==> config.mk <==
export PLATFORM = sky130hd
export DESIGN_NAME = motion_event_threshold_table
export DESIGN_NICKNAME = d
export VERILOG_FILES = /design/src/rtl/core/mett_pkg.sv /design/src/rtl/core/mett_store.sv /design/src/rtl/core/mett_match.sv /design/src/rtl/core/motion_event_threshold_table.sv
export SDC_FILE = /design/constraint.sdc
export NUM_CORES = 2
export LEC_CHECK = 0
export ABC_AREA = 0
export BUFFER_PORTS_ARGS = -buffer_cell sky130_fd_sc_hd__buf_2
export CAP_MARGIN = 20
export CORE_MARGIN = 2
export CORE_UTILIZATION = 45
export DETAILED_ROUTE_END_ITERATION = 7
export GPL_TIMING_DRIVEN = 0
export SLEW_MARGIN = 20
export SYNTH_ARGS = -nofsm -noshare
export SYNTH_HDL_FRONTEND = slang
export SYNTH_HIERARCHICAL = 1
export SYNTH_SLANG_ARGS = --single-unit
==> constraint.sdc <==
create_clock -name clk_i -period 19.6 [get_ports clk_i]
set_input_delay 4.9 -clock clk_i [delete_from_list [all_inputs] [get_ports clk_i]]
set_output_delay 4.9 -clock clk_i [all_outputs]
set_load 0.05 [all_outputs]
==> src/rtl/core/mett_pkg.sv <==
// ----------------------------------------------------------------------------
// mett_pkg
// Shared types and constants for the motion event threshold table.
// ----------------------------------------------------------------------------
package mett_pkg;

  localparam int unsigned DefTableEntries = 16;
  localparam int unsigned MaxResults      = 16;
  localparam int unsigned OpW             = 2;
  localparam int unsigned StatusW         = 2;
  localparam int unsigned IdW             = 31;
  localparam int unsigned AxisW           = 22;
  localparam int unsigned CountW          = 8;
  localparam int unsigned ResCntW         = $clog2(MaxResults + 1);

  typedef enum logic [OpW-1:0] {
    OP_ADD    = 2'd0,
    OP_REMOVE = 2'd1,
    OP_CHECK  = 2'd2,
    OP_LOOKUP = 2'd3
  } opcode_e;

  typedef enum logic [StatusW-1:0] {
    ST_OK        = 2'd0,
    ST_NO_MATCH  = 2'd1,
    ST_FULL      = 2'd2,
    ST_NOT_FOUND = 2'd3
  } status_e;

  typedef struct packed {
    logic [IdW-1:0]    id;
    logic [AxisW-1:0]  x;
    logic [AxisW-1:0]  y;
    logic [AxisW-1:0]  z;
    logic [CountW-1:0] count;
  } entry_t;

  typedef struct packed {
    logic id_eq;
    logic thr_met;
  } cmp_t;

endpackage

==> src/rtl/core/mett_store.sv <==
// ----------------------------------------------------------------------------
// mett_store
// Entry storage: one write port, one read port with registered read data.
// ----------------------------------------------------------------------------
module mett_store #(
  parameter int unsigned Entries = mett_pkg::DefTableEntries
) (
  input  logic                         clk_i,
  input  logic                         wr_en_i,
  input  logic [$clog2(Entries)-1:0]   wr_addr_i,
  input  mett_pkg::entry_t             wr_data_i,
  input  logic [$clog2(Entries)-1:0]   rd_addr_i,
  output mett_pkg::entry_t             rd_data_o
);
  import mett_pkg::*;

  entry_t mem_q [Entries];
  entry_t rd_data_q;

  always_ff @(posedge clk_i) begin
    if (wr_en_i) begin
      mem_q[wr_addr_i] <= wr_data_i;
    end
  end

  always_ff @(posedge clk_i) begin
    rd_data_q <= mem_q[rd_addr_i];
  end

  assign rd_data_o = rd_data_q;

endmodule

==> src/rtl/core/mett_match.sv <==
// ----------------------------------------------------------------------------
// mett_match
// Shared compare unit: id equality and the four threshold tests.
// ----------------------------------------------------------------------------
module mett_match (
  input  mett_pkg::entry_t entry_i,
  input  mett_pkg::entry_t key_i,
  output mett_pkg::cmp_t   cmp_o
);
  import mett_pkg::*;

  always_comb begin
    cmp_o.id_eq   = (key_i.id == entry_i.id);
    cmp_o.thr_met = (key_i.x >= entry_i.x) && (key_i.y >= entry_i.y) &&
                    (key_i.z >= entry_i.z) && (key_i.count >= entry_i.count);
  end

endmodule

==> src/rtl/core/motion_event_threshold_table.sv <==
// ----------------------------------------------------------------------------
// motion_event_threshold_table
// Ordered table of motion events with add, remove, lookup and check requests.
// ----------------------------------------------------------------------------
// One request at a time. An add writes the store on acceptance and then places
// its result in the output register. Lookup, remove and check walk the table
// through the single read port of the entry store, one entry per cycle (a check
// holds while a new match cannot be handed on to a stalled output side); a
// remove then compacts the table by moving each later entry down by one. The
// input is stalled from acceptance until the last result of the request has
// been placed in the output register.
// ----------------------------------------------------------------------------
module motion_event_threshold_table #(
  parameter int unsigned TABLE_ENTRIES = mett_pkg::DefTableEntries
) (
  input  logic                          clk_i,
  input  logic                          rst_ni,
  input  logic                          in_valid_i,
  output logic                          in_stall_o,
  input  logic [mett_pkg::OpW-1:0]      opcode_i,
  input  logic [mett_pkg::IdW-1:0]      event_id_i,
  input  logic [mett_pkg::AxisW-1:0]    value_x_i,
  input  logic [mett_pkg::AxisW-1:0]    value_y_i,
  input  logic [mett_pkg::AxisW-1:0]    value_z_i,
  input  logic [mett_pkg::CountW-1:0]   value_count_i,
  output logic                          out_valid_o,
  input  logic                          out_stall_i,
  output logic [mett_pkg::StatusW-1:0]  status_o,
  output logic [mett_pkg::IdW-1:0]      match_id_o,
  output logic [mett_pkg::AxisW-1:0]    found_x_o,
  output logic [mett_pkg::AxisW-1:0]    found_y_o,
  output logic [mett_pkg::AxisW-1:0]    found_z_o,
  output logic [mett_pkg::CountW-1:0]   found_count_o,
  output logic                          last_o
);
  import mett_pkg::*;

  localparam int unsigned IdxW = $clog2(TABLE_ENTRIES);
  localparam int unsigned CntW = $clog2(TABLE_ENTRIES + 1);

  typedef enum logic [1:0] {
    S_IDLE,
    S_TEST,
    S_SHIFT,
    S_EMIT
  } state_e;

  state_e               state_q, state_d;
  opcode_e              op_q, op_d;
  entry_t               key_q, key_d;
  logic [IdxW-1:0]      idx_q, idx_d;
  logic [CntW-1:0]      total_q, total_d;
  logic [ResCntW-1:0]   nres_q, nres_d;
  logic                 pend_q, pend_d;
  logic [IdW-1:0]       pend_id_q, pend_id_d;
  status_e              res_status_q, res_status_d;
  entry_t               res_entry_q, res_entry_d;
  logic                 out_valid_q, out_valid_d;
  status_e              out_status_q, out_status_d;
  entry_t               out_entry_q, out_entry_d;
  logic                 out_last_q, out_last_d;

  logic                 wr_en;
  logic [IdxW-1:0]      wr_addr;
  entry_t               wr_data;
  logic [IdxW-1:0]      rd_addr;
  entry_t               rd_data;
  cmp_t                 cmp;

  logic                 out_free;
  logic [CntW-1:0]      idx_p1;
  logic                 at_end;
  logic                 take;
  entry_t               in_entry;

  mett_store #(
    .Entries (TABLE_ENTRIES)
  ) u_store (
    .clk_i     (clk_i),
    .wr_en_i   (wr_en),
    .wr_addr_i (wr_addr),
    .wr_data_i (wr_data),
    .rd_addr_i (rd_addr),
    .rd_data_o (rd_data)
  );

  mett_match u_match (
    .entry_i (rd_data),
    .key_i   (key_q),
    .cmp_o   (cmp)
  );

  assign in_entry = '{id: event_id_i, x: value_x_i, y: value_y_i, z: value_z_i,
                      count: value_count_i};
  assign out_free = !out_valid_q || !out_stall_i;
  assign idx_p1   = CntW'(idx_q) + CntW'(1);
  assign at_end   = (idx_p1 == total_q);
  assign take     = cmp.thr_met && (nres_q < ResCntW'(MaxResults));

  always_comb begin
    state_d      = state_q;
    op_d         = op_q;
    key_d        = key_q;
    idx_d        = idx_q;
    total_d      = total_q;
    nres_d       = nres_q;
    pend_d       = pend_q;
    pend_id_d    = pend_id_q;
    res_status_d = res_status_q;
    res_entry_d  = res_entry_q;
    out_valid_d  = out_valid_q && out_stall_i;
    out_status_d = out_status_q;
    out_entry_d  = out_entry_q;
    out_last_d   = out_last_q;
    rd_addr      = idx_q;
    wr_en        = 1'b0;
    wr_addr      = idx_q;
    wr_data      = rd_data;

    unique case (state_q)
      S_IDLE: begin
        if (in_valid_i) begin
          op_d        = opcode_e'(opcode_i);
          key_d       = in_entry;
          idx_d       = '0;
          nres_d      = '0;
          pend_d      = 1'b0;
          rd_addr     = '0;
          res_entry_d = '0;
          unique case (opcode_e'(opcode_i))
            OP_ADD: begin
              if (total_q >= CntW'(TABLE_ENTRIES)) begin
                res_status_d = ST_FULL;
              end else begin
                wr_en        = 1'b1;
                wr_addr      = total_q[IdxW-1:0];
                wr_data      = in_entry;
                total_d      = total_q + CntW'(1);
                res_status_d = ST_OK;
              end
              state_d = S_EMIT;
            end
            OP_REMOVE, OP_LOOKUP: begin
              if (total_q == '0) begin
                res_status_d = ST_NOT_FOUND;
                state_d      = S_EMIT;
              end else begin
                state_d = S_TEST;
              end
            end
            OP_CHECK: begin
              if (total_q == '0) begin
                res_status_d = ST_NO_MATCH;
                state_d      = S_EMIT;
              end else begin
                state_d = S_TEST;
              end
            end
            default: state_d = S_IDLE;
          endcase
        end
      end

      S_TEST: begin
        unique case (op_q)
          OP_LOOKUP: begin
            if (cmp.id_eq) begin
              res_status_d = ST_OK;
              res_entry_d  = rd_data;
              state_d      = S_EMIT;
            end else if (at_end) begin
              res_status_d = ST_NOT_FOUND;
              state_d      = S_EMIT;
            end else begin
              idx_d   = idx_q + IdxW'(1);
              rd_addr = idx_q + IdxW'(1);
            end
          end
          OP_REMOVE: begin
            if (cmp.id_eq) begin
              if (idx_p1 < total_q) begin
                rd_addr = idx_q + IdxW'(1);
                state_d = S_SHIFT;
              end else begin
                total_d      = total_q - CntW'(1);
                res_status_d = ST_OK;
                state_d      = S_EMIT;
              end
            end else if (at_end) begin
              res_status_d = ST_NOT_FOUND;
              state_d      = S_EMIT;
            end else begin
              idx_d   = idx_q + IdxW'(1);
              rd_addr = idx_q + IdxW'(1);
            end
          end
          OP_CHECK: begin
            // a new match must wait while the previous one cannot be handed on
            if (!(take && pend_q && !out_free)) begin
              if (take) begin
                if (pend_q) begin
                  out_valid_d  = 1'b1;
                  out_status_d = ST_OK;
                  out_entry_d  = '0;
                  out_entry_d.id = pend_id_q;
                  out_last_d   = 1'b0;
                end
                pend_d    = 1'b1;
                pend_id_d = rd_data.id;
                nres_d    = nres_q + ResCntW'(1);
              end
              if (at_end) begin
                if (pend_q || take) begin
                  res_status_d   = ST_OK;
                  res_entry_d    = '0;
                  res_entry_d.id = take ? rd_data.id : pend_id_q;
                end else begin
                  res_status_d = ST_NO_MATCH;
                end
                state_d = S_EMIT;
              end else begin
                idx_d   = idx_q + IdxW'(1);
                rd_addr = idx_q + IdxW'(1);
              end
            end
          end
          default: state_d = S_IDLE;
        endcase
      end

      S_SHIFT: begin
        wr_en   = 1'b1;
        wr_addr = idx_q;
        wr_data = rd_data;
        idx_d   = idx_q + IdxW'(1);
        if ((idx_p1 + CntW'(1)) < total_q) begin
          rd_addr = idx_q + IdxW'(2);
        end else begin
          total_d      = total_q - CntW'(1);
          res_status_d = ST_OK;
          state_d      = S_EMIT;
        end
      end

      S_EMIT: begin
        if (out_free) begin
          out_valid_d  = 1'b1;
          out_status_d = res_status_q;
          out_entry_d  = res_entry_q;
          out_last_d   = 1'b1;
          state_d      = S_IDLE;
        end
      end

      default: state_d = S_IDLE;
    endcase
  end

  always_ff @(posedge clk_i or negedge rst_ni) begin
    if (!rst_ni) begin
      state_q      <= S_IDLE;
      op_q         <= OP_ADD;
      key_q        <= '0;
      idx_q        <= '0;
      total_q      <= '0;
      nres_q       <= '0;
      pend_q       <= 1'b0;
      pend_id_q    <= '0;
      res_status_q <= ST_OK;
      res_entry_q  <= '0;
      out_valid_q  <= 1'b0;
      out_status_q <= ST_OK;
      out_entry_q  <= '0;
      out_last_q   <= 1'b0;
    end else begin
      state_q      <= state_d;
      op_q         <= op_d;
      key_q        <= key_d;
      idx_q        <= idx_d;
      total_q      <= total_d;
      nres_q       <= nres_d;
      pend_q       <= pend_d;
      pend_id_q    <= pend_id_d;
      res_status_q <= res_status_d;
      res_entry_q  <= res_entry_d;
      out_valid_q  <= out_valid_d;
      out_status_q <= out_status_d;
      out_entry_q  <= out_entry_d;
      out_last_q   <= out_last_d;
    end
  end

  assign in_stall_o    = (state_q != S_IDLE);
  assign out_valid_o   = out_valid_q;
  assign status_o      = out_status_q;
  assign match_id_o    = out_entry_q.id;
  assign found_x_o     = out_entry_q.x;
  assign found_y_o     = out_entry_q.y;
  assign found_z_o     = out_entry_q.z;
  assign found_count_o = out_entry_q.count;
  assign last_o        = out_last_q;

  // table occupancy stays within the store
  a_total_bound: assert property (@(posedge clk_i) disable iff (!rst_ni)
    total_q <= CntW'(TABLE_ENTRIES))
    else $error("entry total beyond table size");

  // occupancy moves by one at most per request
  a_total_step: assert property (@(posedge clk_i) disable iff (!rst_ni)
    !$stable(total_q) |-> (total_q == $past(total_q) + CntW'(1)) ||
                          (total_q == $past(total_q) - CntW'(1)))
    else $error("entry total jumped");

  // store writes only from an add or during compaction
  a_write_src: assert property (@(posedge clk_i) disable iff (!rst_ni)
    wr_en |-> (state_q == S_IDLE && in_valid_i) || state_q == S_SHIFT)
    else $error("unexpected store write");

  // only check matches are followed by further results
  a_mid_ok: assert property (@(posedge clk_i) disable iff (!rst_ni)
    out_valid_q && !out_last_q |-> out_status_q == ST_OK && op_q == OP_CHECK)
    else $error("non-final result outside a check");

  // an accepted request takes the controller out of idle, so the input side is stalled
  a_busy_stall: assert property (@(posedge clk_i) disable iff (!rst_ni)
    in_valid_i && !in_stall_o |=> state_q != S_IDLE)
    else $error("request accepted without leaving idle");

endmodule
* Word level (Yosys, flattened, before mapping)
Memory sizes are Yosys's and may differ from the RTL's. A register that Yosys moved wholly into a read port is not among the register bits.
Cells that the tools add are included.
** Word-level totals
- Register bits after elaboration :: 371
- RAM bits :: 1680
- Input port bits :: 111
- Output and inout bits :: 110
- Memories :: 1
** Memories
- u_store.mem_q :: depth 16, bits a word 105, read ports 1, clocked after Yosys merged registers in 1, wr ports 1, RTL line mett_store.sv:17 : entry_t mem_q [Entries];
** Cells by class
- Add/sub/neg operators :: 7
- Order comparisons :: 8
- Equal/unequal tests :: 33
- Muxes and demuxes :: 102
- Bitwise logic cells :: 1
- Reduce and logical (&&, ||, !) cells :: 31
** Operators by type and width (count)
- $mux W105 :: 14
- $pmux W105 S2 :: 3
- $ge A22 B22 Y1 :: 3
- $mux W5 :: 11
- $mux W2 :: 24
- $mux W4 :: 11
- $pmux W4 S3 :: 3
- $eq A31 B31 Y1 :: 1
- $mux W31 :: 1
- $pmux W2 S3 :: 4
- $mux W1 :: 21
- $ne A3 B3 Y1 const B :: 7
- $ne A2 B2 Y1 const B :: 10
- $add A5 B1 Y5 const B :: 3
- $pmux W5 S3 :: 1
- $eq A2 B2 Y1 const B :: 6
- $lt A5 B5 Y1 :: 2
- $pmux W5 S2 :: 1
- $reduce_and A9 Y1 :: 1
- $ge A8 B8 Y1 :: 1
- $pmux W1 S2 :: 4
- $pmux W2 S2 :: 2
- $pmux W2 S4 :: 1
- $pmux W4 S2 :: 1
- 29 further kinds :: 46

* Longest topological paths before layout
- Word-level depth :: 11
- Mapped depth :: 21
- Mapped depth without buffers :: 17

* Hierarchy
The synthesis kept the hierarchy.
** Modules (own cells, without submodules)
- mett_store :: times used 1, cells an instance 2688, area each 64932.3 um^2, seq. area each 52550.4 um^2
- motion_event_threshold_table :: times used 1, cells an instance 1700, area each 17630.7 um^2, seq. area each 9283.9 um^2
- mett_match :: times used 1, cells an instance 294, area each 2157.1 um^2, seq. area each 0.0 um^2

* Worst setup path after synthesis
OpenSTA, ideal clock, no wires.
- Path type :: input-to-reg
- Start :: input opcode_i[0] (netlist bit)
- End :: memory u_store/mem_q[0][0] (netlist bit) (enable)
- Setup time :: 698 ps
- Data arrival time :: 13483 ps
- Required time :: 18902 ps
- Setup slack :: 5419 ps
- Cell stages on the path :: 8
- Buffers on the path :: 2
- Path through :: nor3_1 > nand3_1 > clkbuf_1 > buf_2 > nand2_1 > o21ai_0 > or3b_2 > nor3_1
** Between the ends
- Elaborated cells between the ends (all ways) :: 9
- Classes of those cells :: 8 x mux; 1 x reduce/logical
** RTL lines
- start: declaration :: RTL line motion_event_threshold_table.sv:20 : input logic [mett_pkg::OpW-1:0] opcode_i,
- $logic_not A2 Y1 :: RTL line motion_event_threshold_table.sv:130 : unique case (opcode_e'(opcode_i))
- $mux W4 :: RTL line motion_event_threshold_table.sv:130
- $mux W4 :: RTL line motion_event_threshold_table.sv:122 : if (in_valid_i) begin
- $mux W4 :: RTL line motion_event_threshold_table.sv:120 : unique case (state_q)
- via wr_addr[2] :: RTL line motion_event_threshold_table.sv:64 : logic [IdxW-1:0] wr_addr;
- end: declaration :: RTL line mett_store.sv:17
The timed path passes the listed nets, and every way through them passes these cells.

* Worst setup path after layout
- Start :: input opcode_i[0] (netlist bit)
- End :: memory u_store/mem_q[0][28] (netlist bit) (enable)
The elaborated chain is that of the path after synthesis.

==> metrics <==
Starting Density=45.21%; Register Area=61830 um^2; worst min path class=reg -> reg; final RePlAce weighted congestion=0.8296; Syn Nets=4889; H-Tree Depth=4; Crit Path Class=in -> reg; Synth top cells by count=1680 x edfxtp_1, 609 x nand2_1, 420 x mux4_2; remaining antenna violation count=0; internal power=0.01089 W; number of global-route vias before repair=46140; EDFF count, synth=1680; clock sink count=2156; worst r2r src=u_store/rd_data_o[13]; Synth cell types=72; first drt pass iteration count=5; top_reg_cell synth=edfxtp_1; Fin Clk Skew=0.03886 ns; Design Area, Final=98810 um^2; CP arrival=10.01 ns; peak supply drop=0.0001204 V; Hold Path End=res_entry_q[40]; worst-margin pin slew=1.105 ns; via count=45800; initial antenna violation count=11; hold path cells=2; TritonCTS Buffers=218; largest net degree at the start of global routing=94; Worst setup EP type=flop; final worst path period need=9.473 ns; area growth from synthesis to layout=16.63%; top layer used by detailed routing=met5; sequential area share after synthesis=72.99%; layout cell share with drive strength beyond 1=27.58%; async set or reset register ratio after synthesis=17.21%; Max Transition Viols Final=0; fin nets=5489; All-Layer GR Usage=23.62%; Worst-path clk slew=0.06 ns; met1 wire length=96150 um; top cell type by total area after synthesis=edfxtp_1; Sw Pwr=0.005789 W; final period utilization=48.33%; global-route wire length before repair=327300 um; grt ovf=0; Sw Share=34.71%; reg-to-reg slack, setup=12.18 ns; Clk pwr share=24.8%; DRC=0; Max Root-Sink Buffers=3; Top Ports=221; most numerous cell in the Yosys netlist=edfxtp_1; die width=437.9 um; Seq pwr share=38.7%; worst hold margin=0.4564 ns; final wirelength=226300 um; Setup Viol. Count Final=0; leak pwr=35.03 nW; Setup Fix Bufs, Post-CTS=0; total of max-cap violations=0; combinational share of power=36.5%; most area-consuming cells after synthesis=edfxtp_1 60%, mux4_2 11%, dfrtp_1 11%, mux2_2 2.8%, nand2_1 2.7%; Place WS=9.291 ns; syn_area_per_cell=18.09 um^2; final hold violation count=0; CP Launch Type=primary input; Row Count=159; Port Buffer Count=219; cell count after synthesis=4682; placed insts=7557; RSZ-0062 raised after global routing=no; CTS tree=done; fmax=0.1056 GHz; Post-DP HPWL=151900 um; DR WL/cell=28.37 um; total die area=191800 um^2; post-synth top area share=59.55%; Die Y=437.9 um; Root Driver=clkbuf_16; r2r endpoint=u_store/rd_data_o[96]; Max-slew headroom=26.05%; met3 WL post-DR=13810 um; final core occ=52.73%; Via density=5.742; clk_lat worst skew=0.87 ns; placed cell area=91640 um^2; HP Start=u_store/rd_data_o[40]; met2 wire len=110100 um; Mapped Area=84720 um^2; Cell Pwr Density=168.8 nW/um^2; CP Data Required Time=20.14 ns; Worst R2R Path Depth=19; multi-input combinational cell area=21190 um^2; Crit Path Max Fanout=10; synthesized flop and latch total=2156; cts hold-fix bufs=0; worst setup margin=10.13 ns; status=completed; DRT iter0 DRCs=5263; post-CTS sizing=0; final std cells w/o fill=7977; Fill cells=14980; synth warn=6; Core Region=187400 um^2
==> cell type report <==
cell class	instances	share of cell area, %
diodes	3	0.007598
multi-input cells	2173	21.44
inverters	92	0.3495
well taps	2495	3.159
flip-flops and latches	2156	62.58
plain buffers	261	1.498
clock buffers	312	6.272
clock inverters	105	0.9687
repair buffers	380	3.724
==> flip-flops by register name (all words and copies together), names as in the netlist, 31 cells and up <==
| signal | flops |
|---|---|
| pend_id_q | 31 |
| res_entry_q | 105 |
| match_id_o | 31 |
| key_q | 105 |
| u_store/rd_data_o | 105 |
| u_store/mem_q | 1680 |
==> stage by stage <==
| step | total power (W) | setup TNS (ns) |
|---|---|---|
| finish | 0.01668 | 0 |
| global route | 0.01744 | 0 |
| CTS | 0.01679 | 0 |
| detailed placement | 0.01266 | 0 |
| global placement | 0.01257 | -2523.65 |
| floorplan | 0.01063 | 0 |
==> worst max-delay path, cell delays in order <==
cell	delay, ns
buf_2	0.15
nor3_1	0.25
nand3_1	0.77
clkbuf_2	0.67
buf_2	0.39
nand2_1	0.10
o21ai_0	0.16
or3b_2	0.63
nor3_2	0.70
buf_6	0.25
buf_4	0.18
buf_4	0.21
buf_4	0.21
buf_6	0.16
buf_4	0.20
==> placed cells by master, fill, tap and decap left out, types with 105 or more instances in the layout <==
cell / instances
buf_2: 280
dfrtp_1: 371
dfxtp_1: 105
mux4_2: 420
a22oi_1: 210
edfxtp_1: 1680
nand2_1: 607
clkbuf_1: 157
mux2_2: 213
clkbuf_16: 225
==> power groups by stage <==
stage | clock network (W) | registers, W | logic, W
2_1_floorplan | 0 | 0.00666 | 0.00397
3_3_place_gp | 0 | 0.00662 | 0.00595
3_5_place_dp | 0 | 0.00655 | 0.00611
4_1_cts | 0.00420 | 0.00646 | 0.00613
5_1_grt | 0.00438 | 0.00652 | 0.00654
6_report | 0.00414 | 0.00646 | 0.00608
==> metal layers <==
| layer | up-vias | track usage, % |
|---|---|---|
| met5 | - | 0 |
| met4 | 8 | 6.952 |
| met3 | 303 | 3.336 |
| met2 | 1641 | 38.45 |
| met1 | 24250 | 33.31 |
| li1 | 19600 | - |
==> logic make-up after synthesis <==
family | after synthesis | share of synthesized area [%]
buffers and inverters | 353 | 2.150
multiplexers | 702 | 14.81
AO/OA/AOI/OAI | 503 | 4.063
flip-flops | 2156 | 72.99
adder cells (fa/ha/maj) | 96 | 1.427
AND/OR/NAND/NOR | 830 | 4.125
XOR/XNOR | 42 | 0.4342
==> worst max-delay path by stage <==
stage | startpoint | endpoint | slack, ns
2_1_floorplan | opcode_i[0] | u_store/mem_q[0][0] | 5.42
3_5_place_dp | opcode_i[0] | u_store/mem_q[0][17] | 9.29
3_3_place_gp | opcode_i[0] | u_store/mem_q[0][18] | -6.73
4_1_cts | opcode_i[0] | u_store/mem_q[0][23] | 10.21
6_report | opcode_i[0] | u_store/mem_q[0][28] | 10.13
5_1_grt | opcode_i[0] | u_store/mem_q[0][17] | 10.04
Note: power is estimated with default switching activity, not from simulation.
